--- config.mk ---
export PLATFORM = sky130hd
export DESIGN_NAME = tile_matrix_multiply_unit
export DESIGN_NICKNAME = d
export VERILOG_FILES = /design/src/rtl/core/tmm_pkg.sv /design/src/rtl/core/tmm_ram.sv /design/src/rtl/core/tmm_ctrl.sv /design/src/rtl/core/tmm_dp.sv /design/src/rtl/core/tile_matrix_multiply_unit.sv
export SDC_FILE = /design/constraint.sdc
export NUM_CORES = 2
export LEC_CHECK = 0
export CAP_MARGIN = 20
export CORE_MARGIN = 5
export CORE_UTILIZATION = 30
export DETAILED_ROUTE_END_ITERATION = 16
export DONT_BUFFER_PORTS = 1
export PLACE_DENSITY_LB_ADDON = 0.05
export SLEW_MARGIN = 20
export SYNTH_ARGS = -nofsm -noshare
export SYNTH_HDL_FRONTEND = slang
export SYNTH_SLANG_ARGS = --single-unit
--- constraint.sdc ---
create_clock -name clk_i -period 17.3 [get_ports clk_i]
set_input_delay 0.865 -clock clk_i [delete_from_list [all_inputs] [get_ports clk_i]]
set_output_delay 0.865 -clock clk_i [all_outputs]
set_load 0.01 [all_outputs]
--- src/rtl/core/tmm_pkg.sv ---
// tile matrix multiply package: sizes, opcodes and controller/datapath structs
package tmm_pkg;

  localparam int DIM    = 8;
  localparam int IDX_W  = 3;
  localparam int ADDR_W = 2 * IDX_W;
  localparam int DEPTH  = 1 << ADDR_W;
  localparam int OP_W   = 2;
  localparam int ELEM_W = 16;
  localparam int PROD_W = 2 * ELEM_W;
  localparam int ACC_W  = 35;

  localparam logic [OP_W-1:0] OP_LOAD_A  = 2'd0;
  localparam logic [OP_W-1:0] OP_LOAD_B  = 2'd1;
  localparam logic [OP_W-1:0] OP_COMPUTE = 2'd2;

  localparam logic [IDX_W-1:0] IDX_LAST = IDX_W'(DIM - 1);

  typedef struct packed {
    logic             wr_a;
    logic             wr_b;
    logic             issue;
    logic [IDX_W-1:0] r;
    logic [IDX_W-1:0] c;
    logic [IDX_W-1:0] k;
    logic             first;
    logic             last_k;
    logic             last_el;
  } tmm_cmd_t;

  typedef struct packed {
    logic pipe_busy;
  } tmm_status_t;

  typedef struct packed {
    logic [IDX_W-1:0] r;
    logic [IDX_W-1:0] c;
    logic             first;
    logic             last_k;
    logic             last_el;
  } tmm_tag_t;

endpackage

--- src/rtl/core/tmm_ram.sv ---
// generic single write port, single read port ram with registered read
module tmm_ram #(
  parameter int WIDTH = 16,
  parameter int DEPTH = 64
) (
  input  logic                     clk_i,
  input  logic                     we_i,
  input  logic [$clog2(DEPTH)-1:0] waddr_i,
  input  logic [WIDTH-1:0]         wdata_i,
  input  logic                     re_i,
  input  logic [$clog2(DEPTH)-1:0] raddr_i,
  output logic [WIDTH-1:0]         rdata_o
);

  logic [WIDTH-1:0] mem_q [DEPTH];
  logic [WIDTH-1:0] rdata_q;

  always_ff @(posedge clk_i) begin
    if (we_i) begin
      mem_q[waddr_i] <= wdata_i;
    end
    if (re_i) begin
      rdata_q <= mem_q[raddr_i];
    end
  end

  assign rdata_o = rdata_q;

endmodule

--- src/rtl/core/tmm_ctrl.sv ---
// tile matrix multiply controller: load decode and compute sequencing
module tmm_ctrl
  import tmm_pkg::*;
(
  input  logic              clk_i,
  input  logic              rst_ni,
  input  logic              start_i,
  input  logic [OP_W-1:0]   opcode_i,
  input  logic [IDX_W-1:0]  row_index_i,
  input  logic [IDX_W-1:0]  col_index_i,
  input  tmm_status_t       status_i,
  output tmm_cmd_t          cmd_o,
  output logic              busy_o
);

  localparam logic [1:0] ST_IDLE  = 2'd0;
  localparam logic [1:0] ST_RUN   = 2'd1;
  localparam logic [1:0] ST_DRAIN = 2'd2;

  logic [1:0]       state_q, state_d;
  logic [IDX_W-1:0] r_q, r_d, c_q, c_d, k_q, k_d;
  logic             accept;
  logic             in_range;

  assign busy_o   = (state_q != ST_IDLE);
  assign accept   = start_i && !busy_o;
  assign in_range = ({1'b0, row_index_i} < (IDX_W + 1)'(DIM)) &&
                    ({1'b0, col_index_i} < (IDX_W + 1)'(DIM));

  always_comb begin
    state_d       = state_q;
    r_d           = r_q;
    c_d           = c_q;
    k_d           = k_q;
    cmd_o         = '0;
    cmd_o.r       = r_q;
    cmd_o.c       = c_q;
    cmd_o.k       = k_q;
    cmd_o.first   = (k_q == '0);
    cmd_o.last_k  = (k_q == IDX_LAST);
    cmd_o.last_el = (r_q == IDX_LAST) && (c_q == IDX_LAST);
    case (state_q)
      ST_IDLE: begin
        r_d = '0;
        c_d = '0;
        k_d = '0;
        if (accept) begin
          case (opcode_i)
            OP_LOAD_A:  cmd_o.wr_a = in_range;
            OP_LOAD_B:  cmd_o.wr_b = in_range;
            OP_COMPUTE: state_d = ST_RUN;
            default:    state_d = ST_IDLE;
          endcase
        end
      end
      ST_RUN: begin
        cmd_o.issue = 1'b1;
        if (k_q != IDX_LAST) begin
          k_d = k_q + 1'b1;
        end else begin
          k_d = '0;
          if (c_q != IDX_LAST) begin
            c_d = c_q + 1'b1;
          end else begin
            c_d = '0;
            if (r_q != IDX_LAST) begin
              r_d = r_q + 1'b1;
            end else begin
              r_d     = '0;
              state_d = ST_DRAIN;
            end
          end
        end
      end
      ST_DRAIN: begin
        if (!status_i.pipe_busy) begin
          state_d = ST_IDLE;
        end
      end
      default: state_d = ST_IDLE;
    endcase
  end

  always_ff @(posedge clk_i or negedge rst_ni) begin
    if (!rst_ni) begin
      state_q <= ST_IDLE;
      r_q     <= '0;
      c_q     <= '0;
      k_q     <= '0;
    end else begin
      state_q <= state_d;
      r_q     <= r_d;
      c_q     <= c_d;
      k_q     <= k_d;
    end
  end

`ifndef SYNTHESIS
  a_write_idle: assert property (@(posedge clk_i) disable iff (!rst_ni)
    (cmd_o.wr_a || cmd_o.wr_b) |-> (state_q == ST_IDLE && start_i))
    else $error("store write outside idle");

  a_run_ends: assert property (@(posedge clk_i) disable iff (!rst_ni)
    (cmd_o.issue && cmd_o.last_el && cmd_o.last_k) |=> (state_q == ST_DRAIN))
    else $error("compute did not end after final product term");

  a_drain_idle: assert property (@(posedge clk_i) disable iff (!rst_ni)
    (state_q == ST_DRAIN && !status_i.pipe_busy) |=> !busy_o)
    else $error("drain did not return to idle");
`endif

endmodule

--- src/rtl/core/tmm_dp.sv ---
// tile matrix multiply datapath: a and b stores, multiplier and accumulator
module tmm_dp
  import tmm_pkg::*;
(
  input  logic                    clk_i,
  input  logic                    rst_ni,
  input  tmm_cmd_t                cmd_i,
  input  logic [IDX_W-1:0]        row_index_i,
  input  logic [IDX_W-1:0]        col_index_i,
  input  logic signed [ELEM_W-1:0] element_value_i,
  output tmm_status_t             status_o,
  output logic                    out_valid_o,
  output logic [IDX_W-1:0]        out_row_o,
  output logic [IDX_W-1:0]        out_col_o,
  output logic signed [ACC_W-1:0] product_value_o,
  output logic                    last_o
);

  logic [ADDR_W-1:0]        waddr;
  logic [ELEM_W-1:0]        a_raw, b_raw;
  logic signed [ELEM_W-1:0] a_rd, b_rd;
  logic                     v1_q, v2_q, out_valid_q;
  tmm_tag_t                 tag0, tag1_q, tag2_q;
  logic signed [PROD_W-1:0] prod_q;
  logic signed [ACC_W-1:0]  acc_q, acc_d, acc_base, prod_ext;
  logic [IDX_W-1:0]         out_row_q, out_col_q;
  logic                     out_last_q;
  logic signed [ACC_W-1:0]  out_val_q;

  assign waddr = {row_index_i, col_index_i};

  tmm_ram #(.WIDTH(ELEM_W), .DEPTH(DEPTH)) u_a_ram (
    .clk_i   (clk_i),
    .we_i    (cmd_i.wr_a),
    .waddr_i (waddr),
    .wdata_i (element_value_i),
    .re_i    (cmd_i.issue),
    .raddr_i ({cmd_i.r, cmd_i.k}),
    .rdata_o (a_raw)
  );

  tmm_ram #(.WIDTH(ELEM_W), .DEPTH(DEPTH)) u_b_ram (
    .clk_i   (clk_i),
    .we_i    (cmd_i.wr_b),
    .waddr_i (waddr),
    .wdata_i (element_value_i),
    .re_i    (cmd_i.issue),
    .raddr_i ({cmd_i.k, cmd_i.c}),
    .rdata_o (b_raw)
  );

  assign a_rd = a_raw;
  assign b_rd = b_raw;

  assign tag0.r       = cmd_i.r;
  assign tag0.c       = cmd_i.c;
  assign tag0.first   = cmd_i.first;
  assign tag0.last_k  = cmd_i.last_k;
  assign tag0.last_el = cmd_i.last_el;

  assign prod_ext = {{(ACC_W - PROD_W){prod_q[PROD_W-1]}}, prod_q};
  assign acc_base = tag2_q.first ? '0 : acc_q;
  assign acc_d    = acc_base + prod_ext;

  always_ff @(posedge clk_i or negedge rst_ni) begin
    if (!rst_ni) begin
      v1_q        <= 1'b0;
      v2_q        <= 1'b0;
      out_valid_q <= 1'b0;
    end else begin
      v1_q        <= cmd_i.issue;
      v2_q        <= v1_q;
      out_valid_q <= v2_q && tag2_q.last_k;
    end
  end

  always_ff @(posedge clk_i) begin
    tag1_q <= tag0;
    tag2_q <= tag1_q;
    prod_q <= a_rd * b_rd;
    if (v2_q) begin
      acc_q <= acc_d;
    end
    if (v2_q && tag2_q.last_k) begin
      out_row_q  <= tag2_q.r;
      out_col_q  <= tag2_q.c;
      out_last_q <= tag2_q.last_el;
      out_val_q  <= acc_d;
    end
  end

  assign status_o.pipe_busy = v1_q || v2_q;
  assign out_valid_o        = out_valid_q;
  assign out_row_o          = out_row_q;
  assign out_col_o          = out_col_q;
  assign product_value_o    = out_val_q;
  assign last_o             = out_last_q;

`ifndef SYNTHESIS
  a_out_from_pipe: assert property (@(posedge clk_i) disable iff (!rst_ni)
    out_valid_q |-> $past(v2_q && tag2_q.last_k))
    else $error("result strobe without a finished dot product");

  a_last_alone: assert property (@(posedge clk_i) disable iff (!rst_ni)
    (out_valid_q && out_last_q) |=> !out_valid_q)
    else $error("result strobe right after final item");
`endif

endmodule

--- src/rtl/core/tile_matrix_multiply_unit.sv ---
// tile matrix multiply top level: controller and datapath
//
// channel   ports                                              handshake
// command   opcode_i row_index_i col_index_i element_value_i   start && !busy
// result    out_row_o out_col_o product_value_o last_o         out_valid_o, one cycle
//
// a load is written into its store when accepted and busy stays low
// a compute holds busy until the pipeline drains: one multiply-accumulate per cycle,
// fed by one read port on each of the a and b stores, then the pipeline drain
// one result comes out per dot product, the final one in the last cycle of busy
// no clearing pass after reset; the receiver cannot stall and results are never held
module tile_matrix_multiply_unit
  import tmm_pkg::*;
(
  input  logic                     clk_i,
  input  logic                     rst_ni,
  input  logic                     start,
  output logic                     busy,
  input  logic [OP_W-1:0]          opcode_i,
  input  logic [IDX_W-1:0]         row_index_i,
  input  logic [IDX_W-1:0]         col_index_i,
  input  logic signed [ELEM_W-1:0] element_value_i,
  output logic                     out_valid_o,
  output logic [IDX_W-1:0]         out_row_o,
  output logic [IDX_W-1:0]         out_col_o,
  output logic signed [ACC_W-1:0]  product_value_o,
  output logic                     last_o
);

  tmm_cmd_t    cmd;
  tmm_status_t status;

  tmm_ctrl u_ctrl (
    .clk_i       (clk_i),
    .rst_ni      (rst_ni),
    .start_i     (start),
    .opcode_i    (opcode_i),
    .row_index_i (row_index_i),
    .col_index_i (col_index_i),
    .status_i    (status),
    .cmd_o       (cmd),
    .busy_o      (busy)
  );

  tmm_dp u_dp (
    .clk_i           (clk_i),
    .rst_ni          (rst_ni),
    .cmd_i           (cmd),
    .row_index_i     (row_index_i),
    .col_index_i     (col_index_i),
    .element_value_i (element_value_i),
    .status_o        (status),
    .out_valid_o     (out_valid_o),
    .out_row_o       (out_row_o),
    .out_col_o       (out_col_o),
    .product_value_o (product_value_o),
    .last_o          (last_o)
  );

endmodule

; ---- Word-level counts from Yosys, hierarchy flattened
; Memory sizes are Yosys's and may differ from the RTL's. A register that Yosys moved wholly into a read port is not among the register bits.
; Index checks and enable logic that the tools add are counted.
[totals]
register_bits = 141
mem_bits_rw = 2048
inputBits = 27
n_memories = 2
[op_classes]
add_sub_neg = 4
n_mul = 1
eq_ne = 16
mux = 26
n_reduce_logical = 14
[mem_list]
columns = name, words, width, read_ports, rd_ports_with_merged_regs, wr, line
row1 = u_dp.u_a_ram.mem_q, 64, 16, 1, 1, 1, tmm_ram.sv:15  ; logic [WIDTH-1:0] mem_q [DEPTH];
row2 = u_dp.u_b_ram.mem_q, 64, 16, 1, 1, 1, tmm_ram.sv:15
[ops]
columns = operator, count
row1 = 35-bit by 32-bit adder with 35-bit output, 1
row2 = 35-bit 2-to-1 mux, 1
row3 = 16-bit by 16-bit multiplier with 32-bit output, 1
row4 = 3-bit 2-to-1 mux, 6
row5 = 3-bit one-hot mux with 2 select lines, 3
row6 = 2-bit 2-to-1 mux, 7
row7 = 2-bit != test (second input constant), 5
row8 = 3-bit by 1-bit adder with 3-bit output (second input constant), 3
row9 = 3-bit == test (second input constant), 3
row10 = 3-bit != test (second input constant), 3
row11 = 1-bit 2-to-1 mux, 7
row12 = 2-bit one-hot mux with 3 select lines, 1
row13 = 6-bit AND reduction, 1
row14 = 2-bit by 1-bit == test with 1-bit output (second input constant), 2
row15 = 2-bit == test (second input constant), 2
row16 = 2-bit logical NOT, 2
row17 = 2-bit one-hot mux with 2 select lines, 1
row18 = 2-bit nonzero test, 2
row19 = 1-bit logical AND, 3
row20 = 3-bit logical NOT, 1
row21 = 3-bit AND reduction, 1
row22 = 2-bit by 1-bit != test with 1-bit output (second input constant), 1
row23 = 2-bit AND reduction, 1
row24 = 2-bit OR reduction, 1
row25 = 2 further kinds, 2

; ---- Depth between registers and ports, before layout
[depth]
ltp_word = 7
mapped_depth = 24

; ---- Hierarchy
; Synthesis repeated with hierarchy kept, for this count alone.
[hier_totals]
hier_cells = 5170
area_unflattened_um2 = 96023.3
[by_module_without_submodules]
columns = mod, instances, cells_each, area_per_inst_um2, seq_area_each_um2
row1 = tmm_ram, 2, 1829, 40202.3, 31230.0
row2 = tmm_dp, 1, 1444, 14959.3, 3388.2
row3 = tmm_ctrl, 1, 68, 659.4, 275.3

; ---- Least setup slack after synthesis
; OpenSTA, ideal clock, no wires.
[synth_timing]
path_kind = register to register
startpoint = reg u_dp.u_a_ram.rdata_q[15], in the netlist u_dp.u_a_ram.rdata_o[15], read port of u_dp.u_a_ram.mem_q
endpoint = reg u_dp.prod_q[31]
setup_ns = 0.118
arrival_ns = 5.830
required_time_ns = 17.182
setup_slack_ns = 11.352
path_stages_with_launch = 20
period_less_slack_ns = 5.948
cell_sequence = edfxtp_1 clkbuf_1 nand2_1 inv_1 fa_1 fa_1 fa_1 fa_1 fa_1 inv_1 fa_1 inv_1 ha_1 a21oi_1 nor2b_1 or4b_1 a31oi_2 o21ai_1 a21oi_2 xnor2_1
[synth_between]
elab_chain_len = 1
[synth_rtl]
columns = item, line
row1 = start: declaration, tmm_ram.sv:16  ; logic [WIDTH-1:0] rdata_q;
row2 = 16-bit by 16-bit multiplier with 32-bit output, tmm_dp.sv:80  ; prod_q <= a_rd * b_rd;
row3 = end signal: assignment, tmm_dp.sv:80
row4 = end: declaration, tmm_dp.sv:24  ; logic signed [PROD_W-1:0] prod_q;
; Every way passes these cells.
; A chain may end at the register's enable or synchronous reset.

; ---- Worst setup path in the final report
[layout_timing]
startpoint = reg u_dp.u_a_ram.rdata_q[7], in the netlist u_dp.u_a_ram.rdata_o[7], read port of u_dp.u_a_ram.mem_q
endpoint = reg u_dp.prod_q[31]
; The elaborated chain is that of the path after synthesis.

==> run_results.csv <==
group,metric,value,unit
routing,postRouteAntennaNets,0,
timing,hold_violations,0,
synth,yosysSeqAreaShare,0.6984,
critical_path,crit_required,18020,ps
critical_path,path_class,"reg -> reg",
synth,synthTopCellsByArea,"edfxtp_1 68%, mux4_2 16%, fa_1 5.6%, ha_1 1.6%, inv_1 1.3%",
synth,synth-edff-count,2157,
floorplanning,num_rows,206,
timing,period_needed,6622,ps
hold_path,hold_path_class,"in -> reg",
run_status,status,"finished clean",
synth,syn_inst,4626,
place,place_hpwl,157.7,mm
finish,seq_area,66150,um2
routing,routed-via-count,44291,
place,port-buffer-count,0,
floorplanning,fp.dieH,571.8,um
finish,multi_input_area,26890,um2
timing,slew_headroom,0.2309,
place,dpl_cell_area,100600,um2
timing,min_period_over_period,0.3828,
grt,grt_max_degree,129,
timing,setup_viol,0,
clock_tree,cts_buffers,272,
grt,antenna_found_initial,37,
synth,syn_avg_cell_area,20.47,um2
synth,synth.cell_area,94680,um2
critical_path,end_kind,"register",
floorplanning,design.core.area,314700,um2
floorplanning,io_pins,71,
routing,drt_iter0_drc,3674,
timing,maxSlewViolCount,0,
synth,yosysMostFrequentCell,"edfxtp_1",
timing,final.setup_skew,69.66,ps
synth,synth.top_cell.area_share,0.6841,
clock_tree,cts_buffer_depth,4,
clock_tree,clockRootBuffer,"clkbuf_16",
place,dp_slack,10580,ps
synth,synth_ff_type,"edfxtp_1",
finish,area_growth,15.08,%
finish,drive_gt1_frac,0.2535,
clock_tree,clock-sinks,2221,
clock_tree,clk_pin_slew_worst_paths,70,ps
finish,num-fill-cells,29339,
finish,nets,5262,
hold_path,whs_path_depth,0,
grt,grtUsageTotal,0.1619,
grt,grt_pass1_vias,46607,
timing,fin_ws,10680,ps
routing,totalWireLength,266.6,mm
clock_tree,h-tree-depth,5,
clock_tree,clk_latency,870,ps
grt,overflow,0,
critical_path,rr_worst_depth,22,
critical_path,start_kind,"register",
place,place_congestion,0.7447,
flow_run,drv_cap,0,
synth,synth_nets,5039,
synth,yosys.area.top_type,"edfxtp_1",
timing,worstMarginPinSlew,1151,ps
critical_path,critPathArrivalTime,7340,ps
routing,firstDrtPassIters,7,
floorplanning,die-area,327000,um2
synth,synth_common_cells,"2,157 x edfxtp_1, 672 x mux4_2, 321 x inv_1",
synth,synth_cell_types,66,
timing,rsz0062_at_grt,"false",
timing,finalSetupTns,0,ps
clock_tree,post-cts-setup-buffer-count,0,
floorplanning,initial_utilization,0.3009,
critical_path,crit_path_max_fanout,16,
routing,viasPerCell,4.800,
floorplanning,die_w,571.8,um
clock_tree,cts_tree,"built",
grt,grt_first_pass_wirelength,375.9,mm
synth,yosys_warnings,0,
timing,timing.fmax,151.0,MHz
synth,async_flop_share,0.006303,
routing,drc,0,
routing,wl_per_cell,28.89,um
finish,final_area,109000,um2
synth,ys_seq_elements,2221,
-- routing by layer --
metal / part of all wire / routed length (um) / global-route usage
met5: 0.000049 / 13 / 0
met4: 0.027 / 7134 / 0.04426
met3: 0.046 / 12320 / 0.02765
met2: 0.45 / 120200 / 0.2457
met1: 0.48 / 127000 / 0.2402
-- cell usage in the layout, fill, tap and decap left out, types with 20 or more instances in the layout --
| cell | count |
|---|---|
| edfxtp_1 | 2157 |
| mux4_2 | 672 |
| inv_1 | 320 |
| clkbuf_16 | 280 |
| fa_1 | 263 |
| nand2_1 | 157 |
| buf_4 | 144 |
| and2_1 | 127 |
| ha_1 | 123 |
| nor2_1 | 84 |
| clkbuf_1 | 70 |
| nor2_2 | 61 |
| clkinv_1 | 55 |
| a21oi_1 | 52 |
| dfxtp_1 | 50 |
| xnor2_1 | 49 |
| nor2b_1 | 46 |
| clkinv_2 | 34 |
| a21o_1 | 33 |
| o21ai_0 | 29 |
| diode_2 | 23 |
| nor2_4 | 23 |
| nand3_1 | 20 |
-- path summary, 6_finish.rpt --
path / start / to / slack [ps]
worst max-delay path: u_dp.u_a_ram.rdata_o[7] / u_dp.prod_q[31] / 10680
worst min-delay path: element_value_i[0] / u_dp.u_b_ram.mem_q[10][0] / 120
worst max register to register: u_dp.u_a_ram.rdata_o[7] / u_dp.prod_q[31] / 10680
worst min register to register: u_dp.tag1_q[4] / u_dp.tag2_q[4] / 320
max in group asynchronous: rst_ni / u_ctrl.k_q[2] / 16520
min in group asynchronous: rst_ni / u_ctrl.state_q[0] / 570
-- final cells by class --
class,instances,area share
multi-input combinational,1881,0.2467
timing repair buffer,152,0.01117
tap,4160,0.04777
clock buffer,351,0.06684
inverter,321,0.01108
sequential,2221,0.6070
antenna,23,0.0005282
clock inverter,119,0.008841
-- per-stage QoR --
stage                 util  hold slack (ps)  std cells
global placement    0.3197            310.9       8731
finish              0.3462            118.0       9228
floorplan                -            309.6       4626
detailed placement  0.3198            312.1       8733
global route        0.3461            58.24       9211
CTS                 0.3461            17.47       9205
-- critical path, cell delays in order (launching register included) --
cell	delay, ps
edfxtp_1	790
nand2_1	170
fa_1	570
inv_1	50
fa_1	540
inv_1	70
fa_1	540
inv_1	60
fa_1	460
fa_1	490
inv_1	50
fa_1	480
inv_1	40
ha_1	350
a21oi_1	170
o21ai_0	140
o21ai_0	310
nor2_1	70
or4b_1	500
a31oi_2	290
o21ai_1	130
a21oi_2	160
xnor2_1	80
-- registers in the layout, indices dropped and copies added (netlist names), 16 cells and up --
register / count
u_dp.u_a_ram.mem_q: 1024
u_dp.u_a_ram.rdata_o: 16
u_dp.product_value_o: 35
u_dp.u_b_ram.rdata_o: 16
u_dp.prod_q: 32
u_dp.acc_q: 35
u_dp.u_b_ram.mem_q: 1024
-- timing repair --
item,CTS,global route
hold endpoints to repair,14,0
resized for setup,0,0
hold buffers,2,0
-- cells by family (layout without fill, tap and decap cells) --
logic type	after synthesis	after routing	share of synthesized area
multiplexers	674	674	0.1601
buffers and inverters	524	943	0.02135
other	0	23	0
adder cells (fa/ha/maj)	386	386	0.07186
flip-flops	2221	2221	0.6984
AND/OR/NAND/NOR	584	584	0.03005
XOR/XNOR	66	66	0.006105
AO/OA/AOI/OAI	171	171	0.01221
Power is not shown: default switching activity piles up to over one toggle a cycle in this logic, so the estimate is an artifact.
